File: src/rtl/core/drp_pkg.sv
// ============================================================================
// drp_pkg - shared types and constants of the dead-reckoning pose integrator
// Beat layouts, fixed-point limits, CORDIC settings and the arctangent table.
// ============================================================================
package drp_pkg;

    // Iterations of the sine/cosine unit, limited by the arctangent table.
    localparam int CORDIC_STEPS  = 16;
    localparam int ATAN_ENTRIES  = 24;
    localparam int CORDIC_ITERS  = (CORDIC_STEPS < ATAN_ENTRIES) ? CORDIC_STEPS : ATAN_ENTRIES;
    localparam int ITER_W        = (CORDIC_ITERS > 1) ? $clog2(CORDIC_ITERS) : 1;

    // CORDIC datapath width: Q2.30 values with headroom for the gain.
    localparam int CW = 34;
    localparam logic signed [CW-1:0] CORDIC_GAIN = 34'sd652032874;

    // Position range, millimetres with 8 fractional bits.
    localparam int POS_W = 40;
    localparam logic signed [POS_W:0] POS_MAX = 41'sd549755813887;
    localparam logic signed [POS_W:0] POS_MIN = -41'sd549755813888;

    // Degree handling: an offset that is a multiple of a full turn keeps the
    // dividend positive. The step is (deg * 65536 + 180) / 360, taken as
    // (deg * 8192 + 22) / 45, which a reciprocal multiplication gives exactly
    // for every dividend below 2^30.
    localparam logic [16:0] DEG_OFFSET = 17'd33120;
    localparam logic [29:0] DEG_BIAS   = 30'd22;
    localparam logic [30:0] DEG_RECIP  = 31'd1527099484;
    localparam int          DEG_SHIFT  = 36;

    typedef struct packed {
        logic signed [15:0] angle_deg;
        logic signed [15:0] distance_mm;
    } in_t;

    typedef struct packed {
        logic signed [POS_W-1:0] x_pos;
        logic signed [POS_W-1:0] y_pos;
        logic signed [15:0]      heading;
    } out_t;

    // Work handed from the front to the back: heading step and distance.
    typedef struct packed {
        logic [15:0]        delta;
        logic signed [15:0] distance_mm;
    } cmd_t;

    // Arctangent of 2^-i in units of 2^-32 turn.
    function automatic logic signed [CW-1:0] atan_turns(input logic [4:0] idx);
        logic [31:0] v;
        case (idx)
            5'd0:    v = 32'h20000000;
            5'd1:    v = 32'h12E4051E;
            5'd2:    v = 32'h09FB385B;
            5'd3:    v = 32'h051111D4;
            5'd4:    v = 32'h028B0D43;
            5'd5:    v = 32'h0145D7E1;
            5'd6:    v = 32'h00A2F61E;
            5'd7:    v = 32'h00517C55;
            5'd8:    v = 32'h0028BE53;
            5'd9:    v = 32'h00145F2F;
            5'd10:   v = 32'h000A2F98;
            5'd11:   v = 32'h000517CC;
            5'd12:   v = 32'h00028BE6;
            5'd13:   v = 32'h000145F3;
            5'd14:   v = 32'h0000A2FA;
            5'd15:   v = 32'h0000517D;
            5'd16:   v = 32'h000028BE;
            5'd17:   v = 32'h0000145F;
            5'd18:   v = 32'h00000A30;
            5'd19:   v = 32'h00000518;
            5'd20:   v = 32'h0000028C;
            5'd21:   v = 32'h00000146;
            5'd22:   v = 32'h000000A3;
            5'd23:   v = 32'h00000051;
            default: v = 32'h00000000;
        endcase
        return $signed({{(CW-32){1'b0}}, v});
    endfunction

endpackage

File: src/rtl/core/dead_reckoning_pose_integrator.sv
// ============================================================================
// dead_reckoning_pose_integrator - odometry pose accumulator
// Integrates heading change and travelled distance into an X/Y/heading pose.
// ============================================================================
// Each input beat carries a heading change in whole degrees and a distance in
// millimetres. The block converts the degrees to a 16-bit binary angle
// (32768 units are half a turn), adds it to the stored heading with natural
// wrap, computes cosine and sine of the new heading in Q1.15 with an iterative
// CORDIC, and adds distance times cosine and sine to the stored X and Y. X and
// Y are millimetres with 8 fractional bits and saturate at the 40-bit range.
// One result beat is produced per input beat, in order. The front end turns
// the degree count into a heading step with a reciprocal multiplication; per
// beat it accepts the beat, multiplies, and hands the step to the queue,
// waiting there while the queue is full. The back end pops a step, runs the
// CORDIC iterations, rounds, multiplies by the distance and accumulates, and
// holds the last step while the output register still has an unread result.
// A two-entry queue between them lets both overlap, so the sustained rate is
// set by the back end. Full is raised while the front end holds a beat, and a
// finished result waits in an output register while the next beat is being
// worked on.
// Both stored pose and heading clear to zero on reset.
// ============================================================================
module dead_reckoning_pose_integrator
    import drp_pkg::*;
(
    input  logic clk,
    input  logic rst_n,
    input  logic push,
    output logic full,
    input  in_t  item,
    output logic empty,
    input  logic pop,
    output out_t result
);

    logic cmd_push_w;
    logic cmd_full_w;
    logic cmd_pop_w;
    logic cmd_empty_w;
    cmd_t cmd_wr;
    cmd_t cmd_rd;

    // Front: degrees to binary angle step.
    drp_front u_front (
        .clk      (clk),
        .rst_n    (rst_n),
        .push     (push),
        .full     (full),
        .item     (item),
        .cmd_push (cmd_push_w),
        .cmd_full (cmd_full_w),
        .cmd      (cmd_wr)
    );

    // Short queue so the conversion of the next beat overlaps the pose update.
    drp_queue u_queue (
        .clk     (clk),
        .rst_n   (rst_n),
        .push    (cmd_push_w),
        .full    (cmd_full_w),
        .wr_data (cmd_wr),
        .pop     (cmd_pop_w),
        .empty   (cmd_empty_w),
        .rd_data (cmd_rd)
    );

    // Back: heading accumulation, CORDIC, scaling and saturating position.
    drp_back u_back (
        .clk       (clk),
        .rst_n     (rst_n),
        .cmd_empty (cmd_empty_w),
        .cmd_pop   (cmd_pop_w),
        .cmd       (cmd_rd),
        .empty     (empty),
        .pop       (pop),
        .result    (result)
    );

endmodule

File: src/rtl/core/drp_front.sv
// ============================================================================
// drp_front - degree to binary angle conversion
// Scales the degree count to a 16-bit binary angle step with a reciprocal
// multiplication; whole turns fall out of the low 16 bits of the quotient.
// ============================================================================
module drp_front
    import drp_pkg::*;
(
    input  logic clk,
    input  logic rst_n,
    input  logic push,
    output logic full,
    input  in_t  item,
    output logic cmd_push,
    input  logic cmd_full,
    output cmd_t cmd
);

    typedef enum logic [1:0] {
        ST_IDLE,
        ST_CALC,
        ST_SEND
    } state_t;

    state_t             state_reg, state_next;
    logic [29:0]        num_reg, num_next;
    logic [15:0]        delta_reg, delta_next;
    logic signed [15:0] dist_reg, dist_next;

    logic [16:0]        turns;
    logic [60:0]        product;

    assign turns   = {item.angle_deg[15], item.angle_deg} + DEG_OFFSET;
    assign product = {31'd0, num_reg} * {30'd0, DEG_RECIP};

    assign full            = (state_reg != ST_IDLE);
    assign cmd_push        = (state_reg == ST_SEND);
    assign cmd.delta       = delta_reg;
    assign cmd.distance_mm = dist_reg;

    always_comb
    begin
        state_next = state_reg;
        num_next   = num_reg;
        delta_next = delta_reg;
        dist_next  = dist_reg;
        case (state_reg)
            ST_IDLE:
            begin
                if (push)
                begin
                    num_next   = {turns, 13'd0} + DEG_BIAS;
                    dist_next  = item.distance_mm;
                    state_next = ST_CALC;
                end
            end
            ST_CALC:
            begin
                delta_next = product[DEG_SHIFT +: 16];
                state_next = ST_SEND;
            end
            ST_SEND:
            begin
                if (!cmd_full)
                begin
                    state_next = ST_IDLE;
                end
            end
            default:
            begin
                state_next = ST_IDLE;
            end
        endcase
    end

    always_ff @(posedge clk or negedge rst_n)
    begin
        if (!rst_n)
        begin
            state_reg <= ST_IDLE;
        end
        else
        begin
            state_reg <= state_next;
        end
    end

    always_ff @(posedge clk)
    begin
        num_reg   <= num_next;
        delta_reg <= delta_next;
        dist_reg  <= dist_next;
    end

endmodule

File: src/rtl/core/drp_queue.sv
// ============================================================================
// drp_queue - two-entry command queue
// Decouples the angle conversion from the pose update.
// ============================================================================
module drp_queue
    import drp_pkg::*;
(
    input  logic clk,
    input  logic rst_n,
    input  logic push,
    output logic full,
    input  cmd_t wr_data,
    input  logic pop,
    output logic empty,
    output cmd_t rd_data
);

    cmd_t       mem [2];
    logic       wr_ptr_reg, wr_ptr_next;
    logic       rd_ptr_reg, rd_ptr_next;
    logic [1:0] count_reg, count_next;
    logic       do_push, do_pop;

    assign full    = (count_reg == 2'd2);
    assign empty   = (count_reg == 2'd0);
    assign do_push = push && !full;
    assign do_pop  = pop && !empty;
    assign rd_data = mem[rd_ptr_reg];

    always_comb
    begin
        wr_ptr_next = do_push ? ~wr_ptr_reg : wr_ptr_reg;
        rd_ptr_next = do_pop ? ~rd_ptr_reg : rd_ptr_reg;
        count_next  = count_reg + 2'(do_push) - 2'(do_pop);
    end

    always_ff @(posedge clk or negedge rst_n)
    begin
        if (!rst_n)
        begin
            wr_ptr_reg <= 1'b0;
            rd_ptr_reg <= 1'b0;
            count_reg  <= 2'd0;
        end
        else
        begin
            wr_ptr_reg <= wr_ptr_next;
            rd_ptr_reg <= rd_ptr_next;
            count_reg  <= count_next;
        end
    end

    always_ff @(posedge clk)
    begin
        if (do_push)
        begin
            mem[wr_ptr_reg] <= wr_data;
        end
    end

endmodule

File: src/rtl/core/drp_back.sv
// ============================================================================
// drp_back - pose update
// Accumulates the heading, runs an iterative CORDIC for sine and cosine,
// scales by distance and adds to the saturating X/Y position.
// ============================================================================
module drp_back
    import drp_pkg::*;
(
    input  logic clk,
    input  logic rst_n,
    input  logic cmd_empty,
    output logic cmd_pop,
    input  cmd_t cmd,
    output logic empty,
    input  logic pop,
    output out_t result
);

    typedef enum logic [2:0] {
        ST_IDLE,
        ST_ITER,
        ST_ROUND,
        ST_MUL,
        ST_ACC
    } state_t;

    localparam logic signed [CW-1:0] HALF_LSB = 34'sd16384;
    localparam logic signed [CW-1:0] Q15_MAX  = 34'sd32767;
    localparam logic signed [CW-1:0] Q15_MIN  = -34'sd32768;

    state_t                   state_reg, state_next;
    logic [15:0]              head_reg, head_next;
    logic                     flip_reg, flip_next;
    logic signed [CW-1:0]     x_reg, x_next;
    logic signed [CW-1:0]     y_reg, y_next;
    logic signed [CW-1:0]     z_reg, z_next;
    logic [ITER_W-1:0]        cnt_reg, cnt_next;
    logic signed [15:0]       dist_reg, dist_next;
    logic signed [15:0]       cos_reg, cos_next;
    logic signed [15:0]       sin_reg, sin_next;
    logic signed [31:0]       px_reg, px_next;
    logic signed [31:0]       py_reg, py_next;
    logic signed [POS_W-1:0]  pos_x_reg, pos_x_next;
    logic signed [POS_W-1:0]  pos_y_reg, pos_y_next;
    logic                     out_valid_reg, out_valid_next;
    out_t                     out_reg, out_next;

    logic [15:0]              head_sum;
    logic                     quad_flip;
    logic signed [CW-1:0]     xs, ys, atan;
    logic signed [24:0]       inc_x, inc_y;
    logic signed [POS_W-1:0]  sat_x, sat_y;
    logic                     out_free;

    function automatic logic signed [15:0] to_q15(input logic signed [CW-1:0] v);
        logic signed [CW-1:0] w;
        w = (v + HALF_LSB) >>> 15;
        if (w > Q15_MAX)
        begin
            w = Q15_MAX;
        end
        else if (w < Q15_MIN)
        begin
            w = Q15_MIN;
        end
        return w[15:0];
    endfunction

    function automatic logic signed [POS_W-1:0] sat_add(
        input logic signed [POS_W-1:0] a,
        input logic signed [24:0]      b
    );
        logic signed [POS_W:0] s;
        s = {a[POS_W-1], a} + {{(POS_W-24){b[24]}}, b};
        if (s > POS_MAX)
        begin
            s = POS_MAX;
        end
        else if (s < POS_MIN)
        begin
            s = POS_MIN;
        end
        return s[POS_W-1:0];
    endfunction

    assign head_sum  = head_reg + cmd.delta;
    // Left half plane: rotate by half a turn and negate the results.
    assign quad_flip = head_sum[15] ^ head_sum[14];
    assign xs        = x_reg >>> cnt_reg;
    assign ys        = y_reg >>> cnt_reg;
    assign atan      = atan_turns(5'(cnt_reg));
    assign inc_x     = 25'((px_reg + 32'sd64) >>> 7);
    assign inc_y     = 25'((py_reg + 32'sd64) >>> 7);
    assign sat_x     = sat_add(pos_x_reg, inc_x);
    assign sat_y     = sat_add(pos_y_reg, inc_y);
    assign out_free  = !out_valid_reg || pop;

    assign cmd_pop = (state_reg == ST_IDLE) && !cmd_empty;
    assign empty   = !out_valid_reg;
    assign result  = out_reg;

    always_comb
    begin
        state_next     = state_reg;
        head_next      = head_reg;
        flip_next      = flip_reg;
        x_next         = x_reg;
        y_next         = y_reg;
        z_next         = z_reg;
        cnt_next       = cnt_reg;
        dist_next      = dist_reg;
        cos_next       = cos_reg;
        sin_next       = sin_reg;
        px_next        = px_reg;
        py_next        = py_reg;
        pos_x_next     = pos_x_reg;
        pos_y_next     = pos_y_reg;
        out_next       = out_reg;
        out_valid_next = out_valid_reg && !pop;
        case (state_reg)
            ST_IDLE:
            begin
                if (!cmd_empty)
                begin
                    head_next  = head_sum;
                    flip_next  = quad_flip;
                    x_next     = CORDIC_GAIN;
                    y_next     = '0;
                    z_next     = {{(CW-32){head_sum[15] ^ quad_flip}},
                                  head_sum[15] ^ quad_flip, head_sum[14:0], 16'd0};
                    cnt_next   = '0;
                    dist_next  = cmd.distance_mm;
                    state_next = ST_ITER;
                end
            end
            ST_ITER:
            begin
                if (!z_reg[CW-1])
                begin
                    x_next = x_reg - ys;
                    y_next = y_reg + xs;
                    z_next = z_reg - atan;
                end
                else
                begin
                    x_next = x_reg + ys;
                    y_next = y_reg - xs;
                    z_next = z_reg + atan;
                end
                cnt_next = cnt_reg + 1'b1;
                if (cnt_reg == ITER_W'(CORDIC_ITERS - 1))
                begin
                    state_next = ST_ROUND;
                end
            end
            ST_ROUND:
            begin
                cos_next   = to_q15(flip_reg ? -x_reg : x_reg);
                sin_next   = to_q15(flip_reg ? -y_reg : y_reg);
                state_next = ST_MUL;
            end
            ST_MUL:
            begin
                px_next    = dist_reg * cos_reg;
                py_next    = dist_reg * sin_reg;
                state_next = ST_ACC;
            end
            ST_ACC:
            begin
                if (out_free)
                begin
                    pos_x_next     = sat_x;
                    pos_y_next     = sat_y;
                    out_next.x_pos = sat_x;
                    out_next.y_pos = sat_y;
                    out_next.heading = head_reg;
                    out_valid_next = 1'b1;
                    state_next     = ST_IDLE;
                end
            end
            default:
            begin
                state_next = ST_IDLE;
            end
        endcase
    end

    always_ff @(posedge clk or negedge rst_n)
    begin
        if (!rst_n)
        begin
            state_reg     <= ST_IDLE;
            head_reg      <= '0;
            pos_x_reg     <= '0;
            pos_y_reg     <= '0;
            out_valid_reg <= 1'b0;
        end
        else
        begin
            state_reg     <= state_next;
            head_reg      <= head_next;
            pos_x_reg     <= pos_x_next;
            pos_y_reg     <= pos_y_next;
            out_valid_reg <= out_valid_next;
        end
    end

    always_ff @(posedge clk)
    begin
        flip_reg <= flip_next;
        x_reg    <= x_next;
        y_reg    <= y_next;
        z_reg    <= z_next;
        cnt_reg  <= cnt_next;
        dist_reg <= dist_next;
        cos_reg  <= cos_next;
        sin_reg  <= sin_next;
        px_reg   <= px_next;
        py_reg   <= py_next;
        out_reg  <= out_next;
    end

endmodule
File: config.mk
export PLATFORM = sky130hd
export DESIGN_NAME = dead_reckoning_pose_integrator
export DESIGN_NICKNAME = d
export VERILOG_FILES = /design/src/rtl/core/drp_pkg.sv /design/src/rtl/core/dead_reckoning_pose_integrator.sv /design/src/rtl/core/drp_front.sv /design/src/rtl/core/drp_queue.sv /design/src/rtl/core/drp_back.sv
export SDC_FILE = /design/constraint.sdc
export NUM_CORES = 2
export LEC_CHECK = 0
export CORE_MARGIN = 1.5
export CORE_UTILIZATION = 32
export CTS_CLUSTER_DIAMETER = 100
export DETAILED_ROUTE_END_ITERATION = 8
export DONT_BUFFER_PORTS = 1
export PLACE_DENSITY_LB_ADDON = 0.08
export SLEW_MARGIN = 20
export SYNTH_ARGS = -nofsm -noshare
export SYNTH_HDL_FRONTEND = slang
export SYNTH_SLANG_ARGS = --single-unit
export TNS_END_PERCENT = 50
File: constraint.sdc
create_clock -name clk -period 6.6 [get_ports clk]
set_clock_uncertainty 0.15 [all_clocks]
set_input_delay 0.33 -clock clk [delete_from_list [all_inputs] [get_ports clk]]
set_output_delay 0.33 -clock clk [all_outputs]
set_load 0.02 [all_outputs]
==> impl_metrics.csv <==
group,metric,value,unit
floorplan,initial_core_util,0.3230,
sta,min_period,6.793,ns
worst_setup_path,path_buf_inv,8,
worst_setup_path,rr_endpoint,"u_back.py_reg[31]$_DFFE_PP_",
worst_setup_path,slowest_delay,0.54,ns
route,drc,0,
global_route,grt_pass1_wl,278.9,mm
worst_hold_path,hp-class,"primary input to async pin",
worst_setup_path,cp_top_family,"adder cells",
worst_setup_path,setup.worst_path.start,"u_back.dist_reg[3]$_DFFE_PP_",
finish,largest_register_ffs,96,
clock_tree,cts_tree,"built",
sta,setup_viol,3,
finish,fin_cells,9494,
yosys,avgSynthCellArea,9.742,sq um
sta,slew_viol_final,0,
clock_tree,cts-htree-levels,3,
clock_tree,insertion_delay,0.71,ns
worst_setup_path,rr_worst_depth,27,
yosys,syn_inst,6479,
route,wirelength,176.0,mm
global_route,grt_use_total,0.1778,
sta,max_freq,0.1472,GHz
sta,rsz0062_at_grt,"true",
yosys,ys_seq_area_frac,0.2494,
place,place_inst,9249,
sta,timing.final.ws_setup,-0.1931,ns
yosys,yosys_warnings,0,
yosys,synth_top_area_share,0.2122,
yosys,synth_cell_types,97,
route,wl_per_cell,18.53,um
place,post-dp-hpwl,139.9,mm
worst_setup_path,crit_path_start_kind,"flop",
floorplan,fp.dieArea,199900,sq um
yosys,ys_top_cells_by_count,"993 x inv_1, 669 x fa_1, 604 x nand2_1",
yosys,synth-seq-cells,552,
route,viasPerCell,4.816,
sta,tightest_slew,1.153,ns
worst_setup_path,reg2reg_from,"u_back.dist_reg[3]$_DFFE_PP_",
outcome,outcome,"finished with violations",
yosys,synth_area_leaders,"fa_1 21%, edfxtp_1 20%, ha_1 11%",
place,dpl_cell_area,68850,sq um
clock_tree,numCtsBuffers,78,
route,vias,45720,
sta,slew_headroom,0.2313,
clock_tree,clk_pin_slew,0.06,ns
worst_setup_path,crit_cells,27,
worst_setup_path,critPathArrivalTime,7.08,ns
yosys,synth_nets,7740,
floorplan,die_h,447.1,um
worst_setup_path,critPathSlowestCell,"fa_1",
yosys,async_flop_share,0.1920,
sta,min_period_over_period,1.029,
finish,syn2layout_area_growth,15.97,%
finish,final.fill_count,19880,
finish,stdcell_area,73200,sq um
floorplan,pin_count,134,
route,drtAntennaViolNets,0,
finish,fin_nets,8062,
worst_setup_path,critical_path.endpoint_type,"flop",
place,gp_congestion,0.8361,
floorplan,rows,162,
run,cap_viol_max_count,0,
worst_setup_path,critical_path_class,"flop to flop",
place,port_buffers,0,
global_route,grt_pass1_vias,48300,
global_route,grt.overflow.total,0,
clock_tree,cts.path.max_buffers,3,
yosys,synth-main-ff-cell,"edfxtp_1",
yosys,synth-edff-count,416,
route,drtIter0Drc,1915,
floorplan,coreArea,195400,sq um
floorplan,die_w,447.1,um
clock_tree,cts.sinks,552,
yosys,synth_top_cell_by_area,"fa_1",
yosys,syn-cell-area,63120,sq um
worst_setup_path,cp_max_fo,4,
sta,hold_viol_final,0,
finish,drive_above_1_share,0.1400,
global_route,antenna_found_initial,3,
clock_tree,clockRootBuffer,"clkbuf_16",
route,firstDrtPassIters,5,
worst_setup_path,crit_path_end,"u_back.py_reg[31]$_DFFE_PP_",
yosys,synth.most_common_cell,"inv_1",
global_route,grt_max_degree,123,
outcome,violations,"setup timing",
worst_setup_path,required,6.88,ns
worst_setup_path,ff2ff_setup_slack,-0.19,ns
-- logic make-up after synthesis --
group,share of synthesized area
simple gates,0.1309
buf+inv,0.07620
fa+ha+maj,0.3245
compound gates,0.1038
flops,0.2494
xor+xnor,0.06436
mux,0.05092
-- stage by stage --
step	setup slack, ns	hold slack [ns]	util	setup TNS, ns
final	-0.1931	0.06097	0.3746	-0.3596
after detailed placement	-0.4945	-0.1074	0.3523	-4.553
after global routing	-0.4643	0.05747	0.3746	-2.734
after floorplan	-0.1009	-0.1156	-	-0.1435
after CTS	-0.2268	0.01963	0.3717	-1.076
after global placement	-0.5154	-0.1090	0.3523	-4.219
-- worst reg2reg max path: cells and delay by family, from the launching register on --
family / cells / cell delay (ns)
adders and majority gates: 7 / 2.85
AOI/OAI and AO/OA: 9 / 1.97
DFF: 1 / 0.45
and+or+nand+nor: 2 / 0.34
buffers and inverters: 8 / 0.63
xor gates and xnor gates: 1 / 0.14
-- routing by layer --
layer | up-vias | global-route usage | routed length [um]
met5 | - | 0 | 13
met4 | 2 | 0.04476 | 4037
met2 | 611 | 0.3036 | 84180
li1 | 22250 | - | -
met3 | 175 | 0.01853 | 4951
met1 | 22680 | 0.2393 | 82790
-- worst min-delay path by stage --
| stage | cells past startpoint | endpoint | slack (ns) | start |
|---|---|---|---|---|
| finish | 2 | u_back.pos_y_reg[9]$_DFFE_PN0P_ | 0.06 | rst_n |
| global route | 1 | u_front.dist_reg[4]$_DFFE_PP_ | 0.06 | item[4] |
| CTS | 1 | u_front.dist_reg[5]$_DFFE_PP_ | 0.02 | item[5] |
| detailed placement | 0 | u_back.pos_y_reg[10]$_DFFE_PN0P_ | -0.11 | rst_n |
| global placement | 0 | u_back.pos_y_reg[10]$_DFFE_PN0P_ | -0.11 | rst_n |
| floorplan | 0 | u_back.head_reg[0]$_DFFE_PN0P_ | -0.12 | rst_n |
-- placed cells by master (no fill, tap or decap), drive strengths merged, types with 45 or more instances in the layout --
| cell | n |
|---|---|
| nand2 | 604 |
| inv | 1004 |
| fa | 669 |
| buf | 447 |
| a21o | 120 |
| mux2 | 97 |
| nor2b | 50 |
| nor2 | 376 |
| xnor2 | 285 |
| and3 | 47 |
| dfrtp | 106 |
| mux4 | 72 |
| nand3 | 81 |
| edfxtp | 416 |
| nand2b | 61 |
| clkbuf | 101 |
| and2 | 270 |
| xor2 | 178 |
| mux2i | 50 |
| ha | 556 |
| o21ai | 255 |
| a21oi | 332 |
| dlygate4sd3 | 45 |
| nor3 | 78 |
-- layout make-up --
type                            count  area [sq um]  area share
Multi-Input combinational cell   4682         43450      0.5935
Sequential cell                   552         15750      0.2151
Timing Repair Buffer              492          4247     0.05801
Inverter                          995          3745     0.05116
Tap cell                         2624          3283     0.04485
Clock buffer                      101          2170     0.02964
Clock inverter                     44         553.0    0.007555
Antenna cell                        4         10.01   0.0001367
-- repair_timing --
item / in CTS / in global routing
pin swaps: 47 / 76
hold endpoints to repair: 142 / 0
cloned: 1 / 0
endpoints found under the setup margin: 24 / 34
hold buffers: 46 / 0
gates resized for setup: 66 / 98
setup buffers: 38 / 12
Power is not shown: default switching activity piles up to over one toggle a cycle in this logic, so the estimate is an artifact.
